### config.mk
export PLATFORM = sky130hd
export DESIGN_NAME = gpio_pad_bank_pull_force_float
export DESIGN_NICKNAME = d
export VERILOG_FILES = /design/src/hw/rtl/gppad_pkg.sv /design/src/hw/rtl/gppad_ctrl.sv /design/src/hw/rtl/gppad_dp.sv /design/src/hw/rtl/gpio_pad_bank_pull_force_float.sv
export SDC_FILE = /design/constraint.sdc
export NUM_CORES = 2
export LEC_CHECK = 0
export BUFFER_PORTS_ARGS = -buffer_cell sky130_fd_sc_hd__buf_2
export CAP_MARGIN = 10
export CORE_MARGIN = 1
export CORE_UTILIZATION = 40
export DETAILED_ROUTE_END_ITERATION = 16
export SYNTH_ARGS = -nofsm -noshare
export SYNTH_HDL_FRONTEND = slang
export SYNTH_SLANG_ARGS = --single-unit
export TNS_END_PERCENT = 1
### constraint.sdc
create_clock -name clk -period 11.2 [get_ports clk]
set_input_delay 1.12 -clock clk [delete_from_list [all_inputs] [get_ports clk]]
set_output_delay 1.12 -clock clk [all_outputs]
set_load 0.02 [all_outputs]
### src/hw/rtl/gppad_pkg.sv
// Shared types and constants for the pad bank update block.
package gppad_pkg;

  localparam int FIELD_W    = 48;
  localparam int CFG_IDX_W  = 3;
  localparam int CFG_DATA_W = 48;
  localparam int RNG_W      = 32;

  localparam logic [RNG_W-1:0] LCG_MUL = 32'd1664525;
  localparam logic [RNG_W-1:0] LCG_ADD = 32'd1013904223;
  localparam int               LCG_BIT = 16;

  localparam logic [CFG_IDX_W-1:0] REG_PULL_UP    = 3'd0;
  localparam logic [CFG_IDX_W-1:0] REG_PULL_DOWN  = 3'd1;
  localparam logic [CFG_IDX_W-1:0] REG_FORCE_LOW  = 3'd2;
  localparam logic [CFG_IDX_W-1:0] REG_FORCE_HIGH = 3'd3;
  localparam logic [CFG_IDX_W-1:0] REG_INVERT     = 3'd4;
  localparam logic [CFG_IDX_W-1:0] REG_FLOAT_MODE = 3'd5;
  localparam logic [CFG_IDX_W-1:0] REG_FLOAT_SEED = 3'd6;

  localparam logic [1:0] FLT_ZERO = 2'd0;
  localparam logic [1:0] FLT_ONE  = 2'd1;

  typedef enum logic [1:0] {
    ST_IDLE,
    ST_RUN,
    ST_DONE
  } ctrl_state_t;

  typedef struct packed {
    logic load;
    logic step;
    logic store;
  } dp_cmd_t;

endpackage

### src/hw/rtl/gppad_ctrl.sv
// Controller: sequences one pin per cycle and owns the handshakes.
module gppad_ctrl #(
  parameter int NUM_PINS = 48
) (
  input  logic              clk,
  input  logic              rst,
  input  logic              in_valid,
  output logic              in_stall,
  output logic              out_valid,
  input  logic              out_stall,
  output gppad_pkg::dp_cmd_t cmd
);

  localparam int CntW = (NUM_PINS > 1) ? $clog2(NUM_PINS) : 1;
  localparam logic [CntW-1:0] LastPin = CntW'(NUM_PINS - 1);

  gppad_pkg::ctrl_state_t state, state_next;
  logic [CntW-1:0] cnt, cnt_next;
  logic            out_valid_next;

  always_ff @(posedge clk) begin
    if (rst) begin
      state     <= gppad_pkg::ST_IDLE;
      cnt       <= '0;
      out_valid <= 1'b0;
    end else begin
      state     <= state_next;
      cnt       <= cnt_next;
      out_valid <= out_valid_next;
    end
  end

  always_comb begin
    state_next = state;
    cnt_next   = cnt;
    cmd        = '0;
    in_stall   = 1'b1;
    unique case (state)
      gppad_pkg::ST_IDLE: begin
        in_stall = 1'b0;
        if (in_valid) begin
          cmd.load   = 1'b1;
          cnt_next   = LastPin;
          state_next = gppad_pkg::ST_RUN;
        end
      end
      gppad_pkg::ST_RUN: begin
        cmd.step = 1'b1;
        if (cnt == '0) begin
          state_next = gppad_pkg::ST_DONE;
        end else begin
          cnt_next = cnt - CntW'(1);
        end
      end
      gppad_pkg::ST_DONE: begin
        if (!out_valid || !out_stall) begin
          cmd.store  = 1'b1;
          state_next = gppad_pkg::ST_IDLE;
        end
      end
      default: state_next = gppad_pkg::ST_IDLE;
    endcase
  end

  always_comb begin
    out_valid_next = out_valid;
    if (out_valid && !out_stall) out_valid_next = 1'b0;
    if (cmd.store) out_valid_next = 1'b1;
  end

endmodule

### src/hw/rtl/gppad_dp.sv
// Datapath: config registers, float generator, per-pin resolve and result words.
module gppad_dp #(
  parameter int NUM_PINS = 48
) (
  input  logic                                clk,
  input  logic                                rst,
  input  gppad_pkg::dp_cmd_t                  cmd,
  input  logic                                cfg_we,
  input  logic [gppad_pkg::CFG_IDX_W-1:0]     cfg_index,
  input  logic [gppad_pkg::CFG_DATA_W-1:0]    cfg_data,
  input  logic [gppad_pkg::FIELD_W-1:0]       ext_drive_mask,
  input  logic [gppad_pkg::FIELD_W-1:0]       ext_level_mask,
  input  logic [gppad_pkg::FIELD_W-1:0]       direction_mask,
  input  logic [gppad_pkg::FIELD_W-1:0]       output_level_mask,
  output logic [gppad_pkg::FIELD_W-1:0]       pin_levels,
  output logic [gppad_pkg::FIELD_W-1:0]       input_levels,
  output logic [gppad_pkg::FIELD_W-1:0]       driven_mask
);

  localparam int FW = gppad_pkg::FIELD_W;
  localparam logic [FW-1:0] PinMask =
    (NUM_PINS >= FW) ? {FW{1'b1}} : ((FW'(1) << NUM_PINS) - FW'(1));

  logic [FW-1:0] pull_up, pull_dn, frc_lo, frc_hi, invert;
  logic [1:0]    flt_sel;
  logic [gppad_pkg::RNG_W-1:0] rng, rng_adv;

  logic [FW-1:0] drive_sh, level_sh, pu_sh, pd_sh, fl_sh, fh_sh;
  logic [FW-1:0] dir, olev, sel, inlev, drv;
  logic          undriven_float, lvl;

  always_ff @(posedge clk) begin
    if (rst) begin
      pull_up <= '0;
      pull_dn <= {FW{1'b1}};
      frc_lo  <= '0;
      frc_hi  <= '0;
      invert  <= '0;
      flt_sel <= gppad_pkg::FLT_ZERO;
    end else if (cfg_we) begin
      unique case (cfg_index)
        gppad_pkg::REG_PULL_UP:    pull_up <= cfg_data[FW-1:0];
        gppad_pkg::REG_PULL_DOWN:  pull_dn <= cfg_data[FW-1:0];
        gppad_pkg::REG_FORCE_LOW:  frc_lo  <= cfg_data[FW-1:0];
        gppad_pkg::REG_FORCE_HIGH: frc_hi  <= cfg_data[FW-1:0];
        gppad_pkg::REG_INVERT:     invert  <= cfg_data[FW-1:0];
        gppad_pkg::REG_FLOAT_MODE: flt_sel <= cfg_data[1:0];
        default: ;
      endcase
    end
  end

  assign rng_adv = rng * gppad_pkg::LCG_MUL + gppad_pkg::LCG_ADD;
  assign undriven_float = !drive_sh[0] && !pu_sh[0] && !pd_sh[0];

  always_comb begin
    if (drive_sh[0]) begin
      lvl = level_sh[0];
    end else if (pu_sh[0]) begin
      lvl = 1'b1;
    end else if (pd_sh[0]) begin
      lvl = 1'b0;
    end else if (flt_sel == gppad_pkg::FLT_ZERO) begin
      lvl = 1'b0;
    end else if (flt_sel == gppad_pkg::FLT_ONE) begin
      lvl = 1'b1;
    end else begin
      lvl = rng_adv[gppad_pkg::LCG_BIT];
    end
    if (fl_sh[0]) lvl = 1'b0;
    if (fh_sh[0]) lvl = 1'b1;
  end

  // float generator: seed write reloads, random float pins advance it
  always_ff @(posedge clk) begin
    if (rst) begin
      rng <= '0;
    end else if (cfg_we && cfg_index == gppad_pkg::REG_FLOAT_SEED) begin
      rng <= cfg_data[gppad_pkg::RNG_W-1:0];
    end else if (cmd.step && undriven_float && flt_sel != gppad_pkg::FLT_ZERO
                 && flt_sel != gppad_pkg::FLT_ONE) begin
      rng <= rng_adv;
    end
  end

  // pin walk: bit 0 of each shifted copy is the current pin
  always_ff @(posedge clk) begin
    if (cmd.load) begin
      drive_sh <= ext_drive_mask;
      level_sh <= ext_level_mask;
      pu_sh    <= pull_up;
      pd_sh    <= pull_dn;
      fl_sh    <= frc_lo;
      fh_sh    <= frc_hi;
      drv      <= ext_drive_mask;
      dir      <= direction_mask;
      olev     <= output_level_mask;
      sel      <= FW'(1);
      inlev    <= '0;
    end else if (cmd.step) begin
      drive_sh <= drive_sh >> 1;
      level_sh <= level_sh >> 1;
      pu_sh    <= pu_sh >> 1;
      pd_sh    <= pd_sh >> 1;
      fl_sh    <= fl_sh >> 1;
      fh_sh    <= fh_sh >> 1;
      sel      <= sel << 1;
      inlev    <= inlev | (sel & {FW{lvl}});
    end
  end

  always_ff @(posedge clk) begin
    if (cmd.store) begin
      pin_levels   <= (((dir & olev) | (~dir & inlev)) ^ invert) & PinMask;
      input_levels <= (inlev ^ invert) & PinMask;
      driven_mask  <= (drv | dir) & PinMask;
    end
  end

endmodule

### src/hw/rtl/gpio_pad_bank_pull_force_float.sv
// Top level of the pad bank update block: controller plus datapath.
// One input word is one update of the whole bank. Pins are resolved one per
// clock because the random float levels chain through a single 32-bit LCG
// step unit: after a word is accepted the pins are stepped in turn, then the
// result is stored into the output register. The input is stalled from
// acceptance until the result has been handed to the output register; a new
// word is then accepted even while that result is still stalled. Configuration
// writes take effect at the next clock; writing the seed register reloads the
// generator. Configure only while no word is in flight.
module gpio_pad_bank_pull_force_float #(
  parameter int NUM_PINS = 48
) (
  input  logic                             clk,
  input  logic                             rst,
  input  logic                             cfg_we,
  input  logic [gppad_pkg::CFG_IDX_W-1:0]  cfg_index,
  input  logic [gppad_pkg::CFG_DATA_W-1:0] cfg_data,
  input  logic                             in_valid,
  output logic                             in_stall,
  input  logic [gppad_pkg::FIELD_W-1:0]    ext_drive_mask,
  input  logic [gppad_pkg::FIELD_W-1:0]    ext_level_mask,
  input  logic [gppad_pkg::FIELD_W-1:0]    direction_mask,
  input  logic [gppad_pkg::FIELD_W-1:0]    output_level_mask,
  output logic                             out_valid,
  input  logic                             out_stall,
  output logic [gppad_pkg::FIELD_W-1:0]    pin_levels,
  output logic [gppad_pkg::FIELD_W-1:0]    input_levels,
  output logic [gppad_pkg::FIELD_W-1:0]    driven_mask
);

  gppad_pkg::dp_cmd_t cmd;

  gppad_ctrl #(
    .NUM_PINS (NUM_PINS)
  ) u_ctrl (
    .clk       (clk),
    .rst       (rst),
    .in_valid  (in_valid),
    .in_stall  (in_stall),
    .out_valid (out_valid),
    .out_stall (out_stall),
    .cmd       (cmd)
  );

  gppad_dp #(
    .NUM_PINS (NUM_PINS)
  ) u_dp (
    .clk               (clk),
    .rst               (rst),
    .cmd               (cmd),
    .cfg_we            (cfg_we),
    .cfg_index         (cfg_index),
    .cfg_data          (cfg_data),
    .ext_drive_mask    (ext_drive_mask),
    .ext_level_mask    (ext_level_mask),
    .direction_mask    (direction_mask),
    .output_level_mask (output_level_mask),
    .pin_levels        (pin_levels),
    .input_levels      (input_levels),
    .driven_mask       (driven_mask)
  );

endmodule

; ---- After elaboration in Yosys (flattened, before gate mapping)
; Cells that the tools add are included.
[totals]
in_bits = 248
out_inout_bits = 146
elab_cells = 116
regBits = 955
[op_classes]
multipliers = 1
n_eq_ne = 14
add_sub_neg = 2
reduce_logical = 30
bitwise_logic = 9
muxes = 36
[ops]
columns = op, count
row1 = $mux 48, 12
row2 = $and 48x48->48, 3
row3 = $or 48x48->48, 3
row4 = $xor 48x48->48, 2
row5 = $mux 32, 2
row6 = $not 48->48, 1
row7 = $add 32x30->32 const B, 1
row8 = $mul 32x21->32 const B, 1
row9 = $mux 1, 15
row10 = $mux 6, 2
row11 = $pmux 6 s2, 1
row12 = $reduce_and 2->1, 6
row13 = $reduce_bool 2->1, 5
row14 = $eq 3x3->1 const B, 3
row15 = $logic_and 1x1->1, 7
row16 = $eq 3x2->1 const B, 2
row17 = $logic_not 6->1, 1
row18 = $mux 2, 3
row19 = $ne 2x1->1 const B, 3
row20 = $pmux 2 s3, 1
row21 = $reduce_and 3->1, 2
row22 = $sub 6x1->6 const B, 1
row23 = $logic_not 1->1, 5
row24 = $eq 2x1->1 const B, 2
row25 = other kinds (6), 8

; ---- Logic depth before layout (Yosys ltp)
[depth]
word_depth = 11
depth_mapped = 22
depth_no_buf = 20

; ---- Hierarchy
; Synthesis repeated with hierarchy kept, for this count alone.
[hier_totals]
hier_cells = 2836
hier_area_um2 = 37384.6
[by_module_without_submodules]
columns = mod, seq_area_each_um2, instances, cells_each, area_each_um2
row1 = gppad_dp, 24403.4, 1, 2779, 36897.9
row2 = gppad_ctrl, 180.2, 1, 57, 486.7

; ---- Worst setup path before layout
; OpenSTA, ideal clock, no wires.
[synth_path]
kind = input port to flip-flop
start = in out_stall
end = reg u_dp.driven_mask[0] (netlist name) (enable)
t_arrival_ps = 8065
stages = 1
path_buffers = 0
slack_ps = 2439
required_ps = 10504
setup_ps = 696
path_cell_list = a21oi_1
[synth_between]
elab_chain_cells = 4
[synth_rtl]
columns = item, line
row1 = start: declaration, gpio_pad_bank_pull_force_float.sv:25  ; input logic out_stall,
row2 = $logic_not 1->1, gppad_ctrl.sv:56  ; if (!out_valid || !out_stall) begin
row3 = $logic_or 1x1->1, gppad_ctrl.sv:56
row4 = $mux 1, gppad_ctrl.sv:56
row5 = $mux 1, gppad_ctrl.sv:38  ; unique case (state)
row6 = end signal: assignment, gppad_dp.sv:116  ; driven_mask <= (drv | dir) & PinMask;
row7 = end: declaration, gppad_dp.sv:17  ; output logic [gppad_pkg::FIELD_W-1:0] driven_mask
; Every way passes these cells.
; A chain may end at the register's enable or synchronous reset.

; ---- Worst setup path in the final report
[layout_path]
start = reg u_dp.rng[1] (netlist name)
end = reg u_dp.inlev[2]
[layout_between]
elab_chain_cells = 11
[layout_rtl]
columns = item, line
row1 = start: declaration, gppad_dp.sv:26  ; logic [gppad_pkg::RNG_W-1:0] rng, rng_adv;
row2 = start signal: assignment, gppad_dp.sv:79  ; rng <= cfg_data[gppad_pkg::RNG_W-1:0];
row3 = start signal: assignment, gppad_dp.sv:82  ; rng <= rng_adv;
row4 = $mul 32x21->32, gppad_dp.sv:53  ; assign rng_adv = rng * gppad_pkg::LCG_MUL + gppad_pkg::LCG_ADD;
row5 = $add 32x30->32, gppad_dp.sv:53
row6 = $mux 1, gppad_dp.sv:65  ; end else if (flt_sel == gppad_pkg::FLT_ONE) begin
row7 = $mux 1, gppad_dp.sv:63  ; end else if (flt_sel == gppad_pkg::FLT_ZERO) begin
row8 = $mux 1, gppad_dp.sv:61  ; end else if (pd_sh[0]) begin
row9 = $mux 1, gppad_dp.sv:59  ; end else if (pu_sh[0]) begin
row10 = $mux 1, gppad_dp.sv:57  ; if (drive_sh[0]) begin
row11 = $mux 1, gppad_dp.sv:70  ; if (fl_sh[0]) lvl = 1'b0;
row12 = $mux 1, gppad_dp.sv:71  ; if (fh_sh[0]) lvl = 1'b1;
row13 = $and 48x48->48, gppad_dp.sv:108  ; inlev <= inlev | (sel & {FW{lvl}});
row14 = $or 48x48->48, gppad_dp.sv:108
row15 = end signal: assignment, gppad_dp.sv:108
row16 = end: declaration, gppad_dp.sv:29  ; logic [FW-1:0] dir, olev, sel, inlev, drv;
; Every way passes these cells.

==> impl_metrics.py <==
metrics = {
    "synthesis": {
        "yosysTopAreaCell": "edfxtp_1",
        "synth_top_area_share_pct": 46.41,
        "synth_commonest_cells": "nand2_1 (1,457), edfxtp_1 (576), dfxtp_1 (364)",
        "yosysWarnings": 0,
        "synthesis.area_um2": 37270,
        "synth_fp_nets": 3806,
        "ys.flop_type": "edfxtp_1",
        "syn-instance-count": 3460,
        "synth_edf_count": 576,
        "synth_most_common_cell": "nand2_1",
        "synthTopCellsByArea": "edfxtp_1 (46%), dfxtp_1 (20%), nand2_1 (15%), a21oi_1 (2.9%), ha_1 (2.3%)",
        "avgSynthCellArea_um2": 10.77,
        "synthArstFlopShare_pct": 0,
        "synth_cell_types": 46,
        "synth_seq_cells": 940,
        "synth_seq_area_share_pct": 65.96,
    },
    "sta": {
        "tightest_slew_ns": 1.104,
        "slew-limit-headroom_pct": 26.38,
        "finClkSkew_ns": 0.02869,
        "hold_viol": 0,
        "period_needed_ns": 6.587,
        "rsz0062_at_grt": "no",
        "fin_hold_ws_ns": 0.4531,
        "drv_slew": 0,
        "setup_tns_ns": 0,
        "finalCritPeriodShare_pct": 58.81,
        "setup_viol": 0,
        "fmax_ghz": 0.1518,
    },
    "clock_tree": {
        "cts_sinks": 940,
        "cts_root_buf": "clkbuf_16",
        "cts_max_level": 3,
        "cts_tree": "yes",
        "cts_resized": 0,
        "cts_setup_buffers": 0,
        "clk_latency_ns": 0.68,
        "cts_hold_buf": 0,
        "clock_path_buffers": 3,
        "cts.reportedPaths.clkPinSlew_ns": 0.06,
        "numCtsBuffers": 101,
    },
    "worst_setup_path": {
        "r2r_cells": 21,
        "worst-path-buf-inv": 4,
        "arrival_ns": 7.19,
        "worstReg2RegEnd": "u_dp.inlev[2]$_SDFFE_PP0P_",
        "timing.rr.start": "u_dp.rng[1]$_SDFFE_PP0P_",
        "critical_path.max_fanout": 38,
        "required_ns": 11.81,
        "criticalPathCategory": "register to register",
        "path_delay_family": "adder cells",
        "max_stage_delay_ns": 0.81,
        "crit_top_cell": "ha_1",
        "start_kind": "register",
        "cp_cell_sequence": "inv_1 > ha_1 > ha_1 > or2_2 > ha_1 > ha_1 > inv_1 > fa_1 > inv_1 > fa_1 > fa_1 > ha_1 > and4_1 > and3_1 > a31oi_1 > and3_1 > o21ai_1 > a21oi_2 > o41ai_4 > buf_4 > a22o_1",
        "cpMaxStageDelayCell": "o41ai_4",
        "rrSetupSlack_ns": 4.61,
        "cp-end-kind": "register",
    },
    "min_path": {
        "hold_start": "u_dp.pull_up[28]$_SDFFE_PP0P_",
        "whs_path_depth": 2,
        "hold_end": "u_dp.pull_up[28]$_SDFFE_PP0P_",
        "min_path_type": "register to register",
    },
    "finish": {
        "drive_above_1_share_pct": 16.59,
        "fin_util_pct": 47.69,
        "n_fill_cell": 8495,
        "final_area_um2": 43850,
        "layout.nets": 4153,
        "syn2layout_area_growth_pct": 17.65,
    },
    "power_and_ir_drop": {
        "vdd_drop_max_mv": 0.1246,
        "p_leak_nw": 18.02,
        "powerDensity_nw_per_um2": 192.5,
    },
    "job": {
        "drv_cap": 0,
    },
    "floorplanning": {
        "initial_core_util_pct": 40.54,
        "fp-row-count": 111,
        "die_area_um2": 94410,
        "ioPinCount": 394,
        "core_area_um2": 91940,
        "die_h_um": 307.3,
        "dieWidth_um": 307.3,
    },
    "drt": {
        "drt_iter0_drc": 1654,
        "firstDrtPassIters": 5,
        "wire_per_inst_um": 17.38,
        "drc": 0,
        "antenna_left": 0,
        "route.vias.total": 24860,
        "vias_per_cell": 4.835,
        "wirelength_um": 89360,
    },
    "global_routing": {
        "grt_pass1_vias": 24060,
        "grt_pass1_wl_um": 137800,
        "grt_max_degree": 166,
        "grt_overflow": 0,
        "antenna_found_initial": 11,
        "globalRouteTotalUtil_pct": 18.69,
    },
    "place": {
        "placed_area_um2": 40480,
        "hpwl_um": 54670,
        "portBuffers": 393,
        "gp_congestion": 0.7983,
    },
    "status": {
        "outcome": "finished, final reports clean",
    },
}
-- per-stage QoR --
stage | setup slack (ns) | total power, mW | cells
after floorplan | 2.439 | 4.921 | 3460
after global placement | 4.622 | 5.182 | 4947
after detailed placement | 4.589 | 5.201 | 4947
after CTS | 4.563 | 8.554 | 5138
after global routing | 4.280 | 8.802 | 5139
final | 4.613 | 8.442 | 5141
-- how the worst max path moves through the flow --
stage / depth (start not counted) / slack (ns) / end / startpoint
after global placement: 21 / 4.62 / u_dp.inlev[20]$_SDFFE_PP0P_ / u_dp.rng[1]$_SDFFE_PP0P_
after detailed placement: 21 / 4.59 / u_dp.inlev[3]$_SDFFE_PP0P_ / u_dp.rng[1]$_SDFFE_PP0P_
after CTS: 21 / 4.56 / u_dp.inlev[31]$_SDFFE_PP0P_ / u_dp.rng[1]$_SDFFE_PP0P_
final: 21 / 4.61 / u_dp.inlev[2]$_SDFFE_PP0P_ / u_dp.rng[1]$_SDFFE_PP0P_
after global routing: 21 / 4.28 / u_dp.inlev[31]$_SDFFE_PP0P_ / u_dp.rng[1]$_SDFFE_PP0P_
after floorplan: 1 / 2.44 / u_dp.driven_mask[0]$_DFFE_PP_ / out_stall
-- cells by family after synthesis --
| kind of cell | share of synthesized area [%] |
|---|---|
| fa+ha+maj | 3.894 |
| buf+inv | 2.655 |
| compound gates | 5.579 |
| mux | 1.370 |
| flops | 65.96 |
| xor+xnor | 3.068 |
| simple gates | 17.48 |
-- final cells by class --
| type | instances | area (µm²) | share of cell area, % |
|---|---|---|---|
| Inverter | 81 | 311.5 | 0.7105 |
| Timing Repair Buffer | 420 | 2228 | 5.082 |
| Clock inverter | 50 | 485.5 | 1.107 |
| Antenna cell | 3 | 7.507 | 0.01712 |
| Sequential cell | 940 | 24580 | 56.06 |
| Multi-Input combinational cell | 2263 | 11800 | 26.91 |
| Tap cell | 1243 | 1555 | 3.547 |
| Clock buffer | 141 | 2878 | 6.563 |
-- worst min-delay path, cell delays in order (launching register included) --
cell and delay [ns]:
dfxtp_1 0.30, nand2_1 0.05, a21oi_1 0.05
-- cell usage in the layout, fill, tap and decap left out, types with 15 or more instances in the layout --
| master | instances |
|---|---|
| a21oi_1 | 214 |
| buf_2 | 392 |
| or2_2 | 50 |
| nor2_1 | 24 |
| xnor2_1 | 71 |
| ha_1 | 68 |
| buf_4 | 23 |
| o21ai_0 | 61 |
| xor2_1 | 57 |
| clkinv_2 | 15 |
| fa_1 | 30 |
| clkbuf_8 | 21 |
| nand2_1 | 1452 |
| edfxtp_1 | 576 |
| dfxtp_1 | 364 |
| clkbuf_1 | 20 |
| mux2i_1 | 51 |
| inv_1 | 80 |
| a22o_1 | 48 |
| clkbuf_16 | 101 |
| nand3b_1 | 49 |
-- power by group --
part	total [mW]	leakage, nW	internal, mW	switching (mW)
registers	4.21	8.51	4.10	0.109
clock network	3.33	1.65	1.94	1.39
logic	0.895	7.86	0.282	0.613
-- layer usage --
layer	global-route usage (%)	share of wire (%)	vias to the layer above	routed length, µm
li1	-	-	12190	-
met1	24.76	44	11960	39610
met2	31.20	48	547	43150
met3	3.489	5.0	144	4426
met4	5.299	2.3	14	2082
met5	0	0.096	-	86
Power figures use the tool's default switching activity.
